### config.mk
export PLATFORM = sky130hd
export DESIGN_NAME = gcesf_ctrl
export DESIGN_NICKNAME = d
export VERILOG_FILES = /design/src/design/gcesf_pkg.sv /design/src/design/gcesf_ctrl.sv
export SDC_FILE = /design/constraint.sdc
export NUM_CORES = 1
export LEC_CHECK = 0
export ABC_CLOCK_PERIOD_IN_PS = 3300
export BUFFER_PORTS_ARGS = -buffer_cell sky130_fd_sc_hd__buf_2
export CAP_MARGIN = 20
export CORE_MARGIN = 10
export CORE_UTILIZATION = 30
export CTS_CLUSTER_SIZE = 24
export DETAILED_ROUTE_END_ITERATION = 8
export PLACE_DENSITY = 0.5
export SYNTH_ARGS = -nofsm -noshare
export SYNTH_HDL_FRONTEND = slang
export SYNTH_SLANG_ARGS = --single-unit
### constraint.sdc
create_clock -name clk -period 3.3 [get_ports clk]
set_input_delay 0 -clock clk [delete_from_list [all_inputs] [get_ports clk]]
set_output_delay 0 -clock clk [all_outputs]
set_load 0.01 [all_outputs]
### src/design/gcesf_pkg.sv
`timescale 1ns / 1ps
// Package for the grid cell exposed-side finder.
// Holds the request and response beat types, request and status codes, and side bits.
// No dependencies.
package gcesf_pkg;

    localparam logic [1:0] REQ_CLEAR = 2'd0;
    localparam logic [1:0] REQ_ADD   = 2'd1;
    localparam logic [1:0] REQ_QUERY = 2'd2;

    localparam logic [1:0] ST_OK         = 2'd0;
    localparam logic [1:0] ST_FULL       = 2'd1;
    localparam logic [1:0] ST_NOT_LOADED = 2'd2;

    localparam int SIDE_UP    = 0;
    localparam int SIDE_LEFT  = 1;
    localparam int SIDE_DOWN  = 2;
    localparam int SIDE_RIGHT = 3;

    typedef struct packed {
        logic [1:0]         req_type;
        logic signed [15:0] cell_x;
        logic signed [15:0] cell_y;
        logic [7:0]         query_index;
    } in_item_t;

    typedef struct packed {
        logic [1:0]         status;
        logic [3:0]         open_mask;
        logic signed [15:0] found_x;
        logic signed [15:0] found_y;
        logic [8:0]         stored_count;
    } out_item_t;

    typedef struct packed {
        logic wr_en;
        logic rd_en;
    } mem_ctl_t;

endpackage

### src/design/gcesf_ctrl.sv
`timescale 1ns / 1ps
// Request sequencer: cell count, store writes, and the query scan over the cell store.
// Depends on gcesf_pkg; drives the port of gcesf_cell_mem.
module gcesf_ctrl #(
    parameter int MAX_CELLS = 256,
    parameter int AW        = 8,
    parameter int CW        = 9
) (
    input  logic                 clk,
    input  logic                 rst_n,
    input  logic                 in_valid,
    output logic                 in_ready,
    input  gcesf_pkg::in_item_t  in_item,
    output gcesf_pkg::mem_ctl_t  mem_ctl,
    output logic [AW-1:0]        wr_addr,
    output logic [31:0]          wr_data,
    output logic [AW-1:0]        rd_addr,
    input  logic [31:0]          rd_data,
    output logic                 res_valid,
    input  logic                 res_take,
    output gcesf_pkg::out_item_t res_item
);
    import gcesf_pkg::*;

    localparam int XW = (CW > 8) ? CW : 8;

    localparam logic [1:0] S_IDLE = 2'd0;
    localparam logic [1:0] S_TGT  = 2'd1;
    localparam logic [1:0] S_SCAN = 2'd2;

    logic [1:0]         state_reg;
    logic [CW-1:0]      count_reg;
    logic [CW-1:0]      j_reg;
    logic               cmp_vld_reg;
    logic               res_valid_reg;
    logic [AW-1:0]      tgt_addr_reg;
    logic [AW-1:0]      cmp_addr_reg;
    logic signed [15:0] tx_reg;
    logic signed [15:0] ty_reg;
    logic [3:0]         mask_reg;
    out_item_t          res_item_reg;

    logic               accept;
    logic               full;
    logic               loaded;
    logic               issue;
    logic [CW-1:0]      count_after;
    logic [CW+8:0]      after_ext;
    logic [CW+8:0]      count_ext;
    logic [1:0]         status_now;
    logic signed [15:0] rx;
    logic signed [15:0] ry;
    logic [16:0]        dx;
    logic [16:0]        dy;
    logic               same_x;
    logic               same_y;
    logic [3:0]         clr;

    assign in_ready = (state_reg == S_IDLE) && !res_valid_reg;
    assign accept   = in_valid && in_ready;
    assign full     = (count_reg == CW'(MAX_CELLS));
    assign loaded   = XW'(in_item.query_index) < XW'(count_reg);
    assign issue    = j_reg < count_reg;

    assign rx     = rd_data[31:16];
    assign ry     = rd_data[15:0];
    assign dx     = {rx[15], rx} - {tx_reg[15], tx_reg};
    assign dy     = {ry[15], ry} - {ty_reg[15], ty_reg};
    assign same_x = (rx == tx_reg);
    assign same_y = (ry == ty_reg);

    always_comb
    begin
        clr             = '0;
        clr[SIDE_UP]    = same_x && (dy == 17'd1);
        clr[SIDE_DOWN]  = same_x && (dy == {17{1'b1}});
        clr[SIDE_RIGHT] = same_y && (dx == 17'd1);
        clr[SIDE_LEFT]  = same_y && (dx == {17{1'b1}});
    end

    always_comb
    begin
        count_after = count_reg;
        status_now  = ST_OK;
        unique case (in_item.req_type)
            REQ_CLEAR:
            begin
                count_after = '0;
            end
            REQ_ADD:
            begin
                if (full)
                begin
                    status_now = ST_FULL;
                end
                else
                begin
                    count_after = count_reg + CW'(1);
                end
            end
            REQ_QUERY:
            begin
                if (!loaded)
                begin
                    status_now = ST_NOT_LOADED;
                end
            end
            default:
            begin
                status_now = ST_OK;
            end
        endcase
        after_ext = {9'd0, count_after};
        count_ext = {9'd0, count_reg};
    end

    always_comb
    begin
        mem_ctl = '0;
        wr_addr = count_reg[AW-1:0];
        wr_data = {in_item.cell_x, in_item.cell_y};
        rd_addr = j_reg[AW-1:0];
        if (state_reg == S_IDLE)
        begin
            rd_addr = AW'(in_item.query_index);
        end
        if (accept && (in_item.req_type == REQ_ADD) && !full)
        begin
            mem_ctl.wr_en = 1'b1;
        end
        if (accept && (in_item.req_type == REQ_QUERY) && loaded)
        begin
            mem_ctl.rd_en = 1'b1;
        end
        if ((state_reg == S_SCAN) && issue)
        begin
            mem_ctl.rd_en = 1'b1;
        end
    end

    always_ff @(posedge clk or negedge rst_n)
    begin
        if (!rst_n)
        begin
            state_reg     <= S_IDLE;
            count_reg     <= '0;
            j_reg         <= '0;
            cmp_vld_reg   <= 1'b0;
            res_valid_reg <= 1'b0;
        end
        else
        begin
            if (res_take)
            begin
                res_valid_reg <= 1'b0;
            end
            unique case (state_reg)
                S_IDLE:
                begin
                    if (accept)
                    begin
                        count_reg <= count_after;
                        if ((in_item.req_type == REQ_QUERY) && loaded)
                        begin
                            state_reg <= S_TGT;
                        end
                        else
                        begin
                            res_valid_reg <= 1'b1;
                        end
                    end
                end
                S_TGT:
                begin
                    j_reg       <= '0;
                    cmp_vld_reg <= 1'b0;
                    state_reg   <= S_SCAN;
                end
                S_SCAN:
                begin
                    cmp_vld_reg <= issue;
                    if (issue)
                    begin
                        j_reg <= j_reg + CW'(1);
                    end
                    if (!cmp_vld_reg && !issue)
                    begin
                        state_reg     <= S_IDLE;
                        res_valid_reg <= 1'b1;
                    end
                end
                default:
                begin
                    state_reg <= S_IDLE;
                end
            endcase
        end
    end

    always_ff @(posedge clk)
    begin
        if (accept)
        begin
            tgt_addr_reg              <= AW'(in_item.query_index);
            res_item_reg.status       <= status_now;
            res_item_reg.open_mask    <= '0;
            res_item_reg.found_x      <= '0;
            res_item_reg.found_y      <= '0;
            res_item_reg.stored_count <= after_ext[8:0];
        end
        if (state_reg == S_TGT)
        begin
            tx_reg   <= rd_data[31:16];
            ty_reg   <= rd_data[15:0];
            mask_reg <= 4'hF;
        end
        if (state_reg == S_SCAN)
        begin
            cmp_addr_reg <= j_reg[AW-1:0];
            if (cmp_vld_reg && (cmp_addr_reg != tgt_addr_reg))
            begin
                mask_reg <= mask_reg & ~clr;
            end
            if (!cmp_vld_reg && !issue)
            begin
                res_item_reg.status       <= ST_OK;
                res_item_reg.open_mask    <= mask_reg;
                res_item_reg.found_x      <= tx_reg;
                res_item_reg.found_y      <= ty_reg;
                res_item_reg.stored_count <= count_ext[8:0];
            end
        end
    end

    assign res_valid = res_valid_reg;
    assign res_item  = res_item_reg;

endmodule

* After elaboration in Yosys (flattened, before gate mapping)
Index checks and enable logic that the tools add are counted.
Storage, ports and cells: register bits after elaboration 121, input bits 78, output and inout port bits 99, logic and storage cells 90
Operators by class: add/sub/neg operators 4, order comparisons 2, equality and inequality tests 16, multiplexer cells 27, bitwise logic cells 2, reductions and logical operators 24
Operators with widths (number):
- $mux W47 | 3
- $pmux W9 S2 | 2
- $eq A17 B1 Y1 const B | 2
- $eq A17 B17 Y1 const B | 2
- $sub A16 B16 Y17 | 2
- $eq A16 B16 Y1 | 2
- $add A9 B1 Y9 const B | 2
- $mux W9 | 2
- $logic_and A1 B1 Y1 | 14
- $mux W4 | 3
- $eq A9 B9 Y1 const B | 1
- $lt A8 B9 Y1 | 1
- $lt A9 B9 Y1 | 1
- $mux W1 | 8
- $mux W2 | 4
- $mux W8 | 1
- $ne A8 B8 Y1 | 1
- $pmux W2 S3 | 1
- $and A4 B4 Y4 | 1
- $eq A2 B1 Y1 const B | 2
- $eq A2 B2 Y1 const B | 2
- $logic_not A1 Y1 | 4
- $logic_not A2 Y1 | 2
- $ne A2 B1 Y1 const B | 2
- other kinds (7) | 10

* Longest topological paths before layout
Gate-level depths: netlist (run 1).
depth after elaboration 7, mapped depth 12

* Worst setup path after synthesis (run 1)
Ideal clock, no wire load.
path kind flip-flop to flip-flop, from register tx_reg[0], to register mask_reg[1], setup time 0.120 ns, arrival 2.857 ns, data required time 3.180 ns, slack 0.323 ns, cell stages (with the launch flop) 11, buffers on the path 0, period minus slack after synthesis 2.977 ns, cell sequence edfxtp_1 -> ha_1 -> fa_1 -> nand2b_1 -> a21oi_1 -> o211ai_2 -> a21oi_2 -> nor3_1 -> or3b_1 -> or4_1 -> o31a_1
Between the ends: cells in the longest elaborated chain, start to end 7
RTL lines:
- from (decl) | RTL line gcesf_ctrl.sv:38 | logic signed [15:0] tx_reg;
- from (signal assigned) | RTL line gcesf_ctrl.sv:213 | tx_reg <= rd_data[31:16];
- $sub A16 B16 Y17 | RTL line gcesf_ctrl.sv:67 | assign dx = {rx[15], rx} - {tx_reg[15], tx_reg};
- $eq A17 B17 Y1 | RTL line gcesf_ctrl.sv:78 | clr[SIDE_LEFT] = same_y && (dx == {17{1'b1}});
- $logic_and A1 B1 Y1 | RTL line gcesf_ctrl.sv:78
- $not A4 Y4 | RTL line gcesf_ctrl.sv:222 | mask_reg <= mask_reg & ~clr;
- $and A4 B4 Y4 | RTL line gcesf_ctrl.sv:222
- $mux W4 | RTL line gcesf_ctrl.sv:220 | if (cmp_vld_reg && (cmp_addr_reg != tgt_addr_reg))
- $mux W4 | RTL line gcesf_ctrl.sv:217 | if (state_reg == S_SCAN)
- to (signal assigned) | RTL line gcesf_ctrl.sv:222
- to (decl) | RTL line gcesf_ctrl.sv:40 | logic [3:0] mask_reg;
No other way between the ends. A chain may end at the register's enable or synchronous reset.

==> results of run 1 <==
==> repair_timing <==
item | CTS | global route
resized for setup | 0 | 3
endpoints found under the setup margin | 0 | 2
hold endpoints to repair | 63 | 0
hold buffers | 42 | 0
setup buffers | 0 | 0
==> area by class of cell <==
cell class / instances / area (µm²) / area share (%)
clock buffers: 18 / 439.2 / 4.711
clock inverters: 14 / 221.5 / 2.376
inverters: 62 / 232.7 / 2.497
multi-input cells: 581 / 3851 / 41.32
flip-flops and latches: 121 / 3013 / 32.32
well taps: 324 / 405.4 / 4.349
repair buffers: 176 / 1159 / 12.43
==> power groups by stage <==
stage          Sequential [W]  Combinational (W)  Clock, W
2_1_floorplan         0.00209            0.00168         0
6_report              0.00206            0.00246   0.00209
3_5_place_dp          0.00209            0.00242         0
3_3_place_gp          0.00209            0.00242         0
5_1_grt               0.00210            0.00276   0.00220
4_1_cts               0.00206            0.00248   0.00214
==> Yosys cell counts (all sizes together), types with 11 or more instances <==
| library cell | number |
|---|---|
| nand2 | 109 |
| o21ai | 69 |
| inv | 62 |
| ha | 58 |
| dfxtp | 51 |
| edfxtp | 48 |
| a21oi | 45 |
| buf | 44 |
| nor2 | 39 |
| clkbuf | 25 |
| nand3 | 23 |
| dfrtp | 22 |
| xor2 | 22 |
| nor3 | 15 |
| a21o | 14 |
| nand4 | 14 |
| nor4 | 12 |
| nand2b | 11 |
==> path summary, 6_finish.rpt <==
kind | startpoint | to | cells after the start
hold reg to reg | res_item[12]$_DFF_P_ | res_item[12]$_DFF_P_ | 2
setup reg to reg | tx_reg[0]$_DFFE_PP_ | mask_reg[1]$_DFF_P_ | 10
hold / removal | in_item[33] | wr_data[25] | 0
min in group asynchronous | rst_n | count_reg[8]$_DFFE_PN0P_ | 2
setup / recovery | count_reg[1]$_DFFE_PN0P_ | mem_ctl[0] | 10
max in group asynchronous | rst_n | j_reg[6]$_DFFE_PN0P_ | 2
==> routing by layer <==
metal,global-route usage [%],vias to the layer above,part of all wire [%]
met3,3.510,13,4.9
li1,-,3215,-
met2,20.83,140,44
met1,18.12,2926,50
met4,3.334,0,0.72
met5,0,-,0
==> logic make-up (layout without fill, tap and decap cells) <==
kind of cell | after synthesis | in the layout | synth area share, %
multiplexers | 11 | 11 | 1.620
adder cells (fa/ha/maj) | 60 | 60 | 10.22
buffers and inverters | 131 | 270 | 8.620
AO/OA/AOI/OAI | 209 | 209 | 18.13
flip-flops | 121 | 121 | 40.23
AND/OR/NAND/NOR | 269 | 269 | 17.44
XOR/XNOR | 32 | 32 | 3.742
==> per-stage QoR <==
stage               util, %  hold WS (ns)  instance area, µm²
global placement      33.65    0.00006862                8230
CTS                   38.06    0.00006862                9311
global route          38.11    0.00001505                9321
detailed placement    33.65    0.00006862                8230
floorplan                 -       -0.2956                7490
finish                38.11   0.000003459                9321
==> flow_summary.yaml, run 1 <==
yosys:
  synth_top_flop_cell: "sky130_fd_sc_hd__dfxtp_1"
  netlist.area_leader.share_pct: 19.24
  synth_async_sr_flop_share_pct: 18.18
  post_synth_inst_count: 833
  synth-warning-count: 0
  number_of_enable_type_register_cells_in_the_synthesized_netlist: 48
  seq_area_frac_synth_pct: 40.23
  synth_register_bits: 121
  mappedNetlistNets: 971
  syn-cell-area_um2: 7490
  postSynthAreaPerCell_um2: 8.991
  synth_largest_area_cell: "sky130_fd_sc_hd__edfxtp_1"
  ys_types: 71
  synth_top_cells_by_area: "sky130_fd_sc_hd__edfxtp_1, sky130_fd_sc_hd__dfxtp_1, sky130_fd_sc_hd__ha_1"
place:
  place_ws_ns: 0.1420
  place.detailed.hpwl_um: 15920
  gp_congestion: 0.8218
  inst_count_dp: 1222
  portBuffers: 112
power_and_ir_drop:
  power-per-cell-area_nw_per_um2: 709.1
  static-leakage-power_nw: 4.074
  power.switching_w: 0.002394
  internal-power_w: 0.004216
  combPwrFrac_pct: 37.3
  clock_power_share_pct: 31.6
  post-layout-total-power_w: 0.006610
  power.share.sequential_pct: 31.2
  maximum_vdd_ir_drop_v: 0.0003196
  sw_frac_of_total_pct: 36.21
global_routing:
  grt_pass1_vias: 6181
  grt_overflow: 0
  grt_max_degree: 62
  global_route_wire_length_before_repair_um: 33870
  grtUsageTotal_pct: 13.41
  antenna_found_initial: 0
finish:
  largest_reg_flops: 47
  n_antenna_cell: 0
  drive_above_1_share_pct: 19.65
  syn2layout_area_growth_pct: 24.46
  final_net_count: 1097
  stdcell_count: 1296
  mostFrequentLayoutCells: "sky130_fd_sc_hd__buf_2, sky130_fd_sc_hd__nand2_1, sky130_fd_sc_hd__inv_1"
  final_common_cell: "sky130_fd_sc_hd__buf_2"
  layout.filler_cells: 2464
floorplanning:
  initial_core_utilization_pct: 30.62
  core.rowCount: 57
  io-pin-count: 177
  die_h_um: 178.0
  coreArea_um2: 24460
  fp.dieW_um: 178.0
  die_area_um2: 31690
worst_setup_path:
  critical_path.startpoint_type: "flip-flop"
  timing.critical_path.fanout_max: 7
  worst_setup_path_end_kind: "output port"
  critical_path.most_common_cell: "sky130_fd_sc_hd__a21o_1"
  worstSetupPathType: "flip-flop to output port"
  critical-path-max-stage-delay_ns: 0.45
  timing.critical_path.slowest_stage_cell: "sky130_fd_sc_hd__dfrtp_1"
  timing.critical_path.required_ns: 3.30
  worst_ep_arrival_time_ns: 3.10
  critical_path_buf_inv_count: 3
  sequence_of_cells_on_the_critical_path: "inv_1, ha_1, a21o_1, a21o_1, a221oi_1, o21bai_1, a21oi_2, buf_4, a21o_1, buf_2"
  rrSetupSlack_ns: 0.22
  path_delay_family: "compound AO/OA/AOI/OAI gates"
clock_network:
  cts_tree: "yes"
  number_of_h_tree_levels: 4
  cts_sinks: 121
  root_buffer: "sky130_fd_sc_hd__clkbuf_16"
  clk-insertion-delay-late_ns: 0.42
  cts.reportedPaths.clkPinSlew_ns: 0.06
  cts_buffer_depth: 2
  cts_inserted_buffers: 17
detailed_routing:
  routed_via_density: 4.856
  routed_wl_um: 21250
  drt-wirelength-per-cell_um: 16.39
  drc: 0
  detailedRoute.firstPassIterationCount: 7
  drt_first_iter_violations: 317
  num_vias: 6294
  drt.antenna.violating_nets: 0
timing:
  post-route-period-util_pct: 93.89
  grt_setup_unrepaired: "no"
  achievable-frequency_mhz: 322.8
  hold_viol_final: 0
  setup_slack_ns: 0.2018
  timing.clock.skew_ns: 0.01221
  worstMarginPinSlew_ns: 0.7626
  slew-limit-headroom_pct: 49.16
  maxSlewViolCount: 0
  layout_min_cycle_time_ns: 3.098
  setup_total_negative_slack_ns: 0
  setup-violations-final: 0
outcome:
  run_status: "finished clean"
run:
  max_cap_violations: 0
worst_hold_path:
  hold_path_class: "primary input to output port"
Note: power is estimated with default switching activity, not from simulation.
==> run 2, diff against run 1 <==
--- a/config.mk
+++ b/config.mk
@@ -8,6 +8,7 @@
 export ABC_CLOCK_PERIOD_IN_PS = 3300
 export BUFFER_PORTS_ARGS = -buffer_cell sky130_fd_sc_hd__buf_2
 export CAP_MARGIN = 20
+export CORE_ASPECT_RATIO = 1.2
 export CORE_MARGIN = 10
 export CORE_UTILIZATION = 30
 export CTS_CLUSTER_SIZE = 24
==> run 2 against run 1 <==
  * Worst hold slack barely moved
  * Sequential share of layout area rose by 0.36 points
  * Cell count fell by 0.23%
  * Global-route usage barely moved
  * Final area fell by 1.1%
==> flow_summary.yaml, run 2 (synthesized netlist as in run 1, its figures left out) <==
outcome:
  run_status: "finished clean"
clock_network:
  cts.reportedPaths.clkPinSlew_ns: 0.06
  number_of_h_tree_levels: 4
  cts_tree: "yes"
  cts_buffer_depth: 2
  cts_sinks: 121
  cts_inserted_buffers: 17
  cts.repair_timing.setup_buffer_count: 0
  clk-insertion-delay-late_ns: 0.42
  root_buffer: "sky130_fd_sc_hd__clkbuf_16"
timing:
  setup-violations-final: 0
  hold_viol_final: 0
  worstMarginPinSlew_ns: 1.043
  achievable-frequency_mhz: 323.1
  grt_setup_unrepaired: "no"
  setup_total_negative_slack_ns: 0
  maxSlewViolCount: 0
  setup_slack_ns: 0.2047
  layout_min_cycle_time_ns: 3.095
  slew-limit-headroom_pct: 30.44
  post-route-period-util_pct: 93.80
  timing.clock.skew_ns: 0.008187
power_and_ir_drop:
  power-per-cell-area_nw_per_um2: 696.9
  static-leakage-power_nw: 4.008
  maximum_vdd_ir_drop_v: 0.0003421
  post-layout-total-power_w: 0.006424
global_routing:
  antenna_found_initial: 2
  grt_overflow: 0
  global_route_wire_length_before_repair_um: 33850
  grt_max_degree: 94
  grt_pass1_vias: 6510
  grtUsageTotal_pct: 13.38
detailed_routing:
  detailedRoute.firstPassIterationCount: 4
  routed_via_density: 4.879
  drt_first_iter_violations: 297
  drt.antenna.violating_nets: 0
  drt-wirelength-per-cell_um: 16.19
  drc: 0
  num_vias: 6308
  routed_wl_um: 20930
place:
  gp_congestion: 0.8200
  placedInstanceArea_um2: 8174
  portBuffers: 112
  place_ws_ns: 0.1110
  place.detailed.hpwl_um: 15470
floorplanning:
  coreArea_um2: 24670
  die_h_um: 193.1
  fp.dieW_um: 164.2
  io-pin-count: 177
  core.rowCount: 63
  die_area_um2: 31710
  initial_core_utilization_pct: 30.36
finish:
  final_common_cell: "sky130_fd_sc_hd__buf_2"
  postLayoutCellArea_um2: 9218
  layout.core_utilization_pct: 37.36
  syn2layout_area_growth_pct: 23.07
  layout.filler_cells: 2551
  mostFrequentLayoutCells: "sky130_fd_sc_hd__buf_2, sky130_fd_sc_hd__nand2_1, sky130_fd_sc_hd__inv_1"
  final_net_count: 1091
  largest_reg_flops: 47
  drive_above_1_share_pct: 19.05
worst_setup_path:
  timing.critical_path.slowest_stage_cell: "sky130_fd_sc_hd__or4_1"
  worst_ep_arrival_time_ns: 3.40
  sequence_of_cells_on_the_critical_path: "ha_1, fa_1, nand2b_1, a21oi_2, o211ai_2, a21oi_2, nor3_1, or3b_1, or4_1, o31a_1"
  critical-path-max-stage-delay_ns: 0.50
  worst_setup_path_end_kind: "flip-flop"
  critical_path.startpoint_type: "flip-flop"
  critical_path.most_common_cell: "sky130_fd_sc_hd__a21oi_2"
  timing.critical_path.fanout_max: 4
  path_delay_family: "simple AND/OR/NAND/NOR gates"
  critical_path_buf_inv_count: 0
  worstSetupPathType: "flip-flop to flip-flop"
  timing.critical_path.required_ns: 3.61
run:
  max_cap_violations: 0
worst_hold_path:
  hold_path_class: "primary input to output port"
run 2: worst paths after layout:
check / endpoint / slack (ns) / cells after the start / startpoint
setup / recovery: mask_reg[1]$_DFF_P_ / 0.20 / 10 / tx_reg[0]$_DFFE_PP_
hold / removal: wr_data[4] / 0.000004 / 0 / in_item[12]
setup reg to reg: mask_reg[1]$_DFF_P_ / 0.20 / 10 / tx_reg[0]$_DFFE_PP_
hold reg to reg: res_item[44]$_DFF_P_ / 0.44 / 2 / res_item[44]$_DFF_P_
max in group asynchronous: count_reg[5]$_DFFE_PN0P_ / 2.81 / 2 / rst_n
min in group asynchronous: state_reg[0]$_DFFE_PN0P_ / 0.11 / 2 / rst_n
run 2: area by class of cell:
| class | instances | area (µm²) | area share (%) |
|---|---|---|---|
| diodes | 2 | 5.005 | 0.05430 |
| clock inverters | 15 | 176.4 | 1.914 |
| flip-flops and latches | 121 | 3013 | 32.69 |
| well taps | 325 | 406.6 | 4.412 |
| repair buffers | 170 | 1101 | 11.95 |
| clock buffers | 17 | 425.4 | 4.615 |
| multi-input cells | 581 | 3857 | 41.85 |
| inverters | 62 | 232.7 | 2.525 |
run 2: layer usage:
| metal | up-vias | global-route usage (%) | part of all wire, % |
|---|---|---|---|
| met5 | - | 0 | 0 |
| met4 | 0 | 4.061 | 1.3 |
| met2 | 116 | 22.31 | 48 |
| met1 | 2982 | 16.50 | 46 |
| li1 | 3190 | - | - |
| met3 | 20 | 3.632 | 4.4 |
run 2: what timing repair did:
action | in CTS | in global routing
hold buffers | 42 | 0
setup endpoints to repair | 0 | 2
gates resized for setup | 0 | 3
endpoints found under the hold margin | 63 | 0
run 2: metrics by stage:
stage,hold slack [ns],cells
2_1_floorplan,-0.2956,833
5_1_grt,0.00001504,1293
6_report,0.000003541,1293
4_1_cts,0.00006862,1291
3_3_place_gp,0.00006862,1217
3_5_place_dp,0.00006862,1217
run 2: power by group:
group / internal, W / switching [W]
registers: 0.00188 / 0.000190
clock network: 0.00119 / 0.000736
logic: 0.000967 / 0.00147
total: 0.00403 / 0.00239
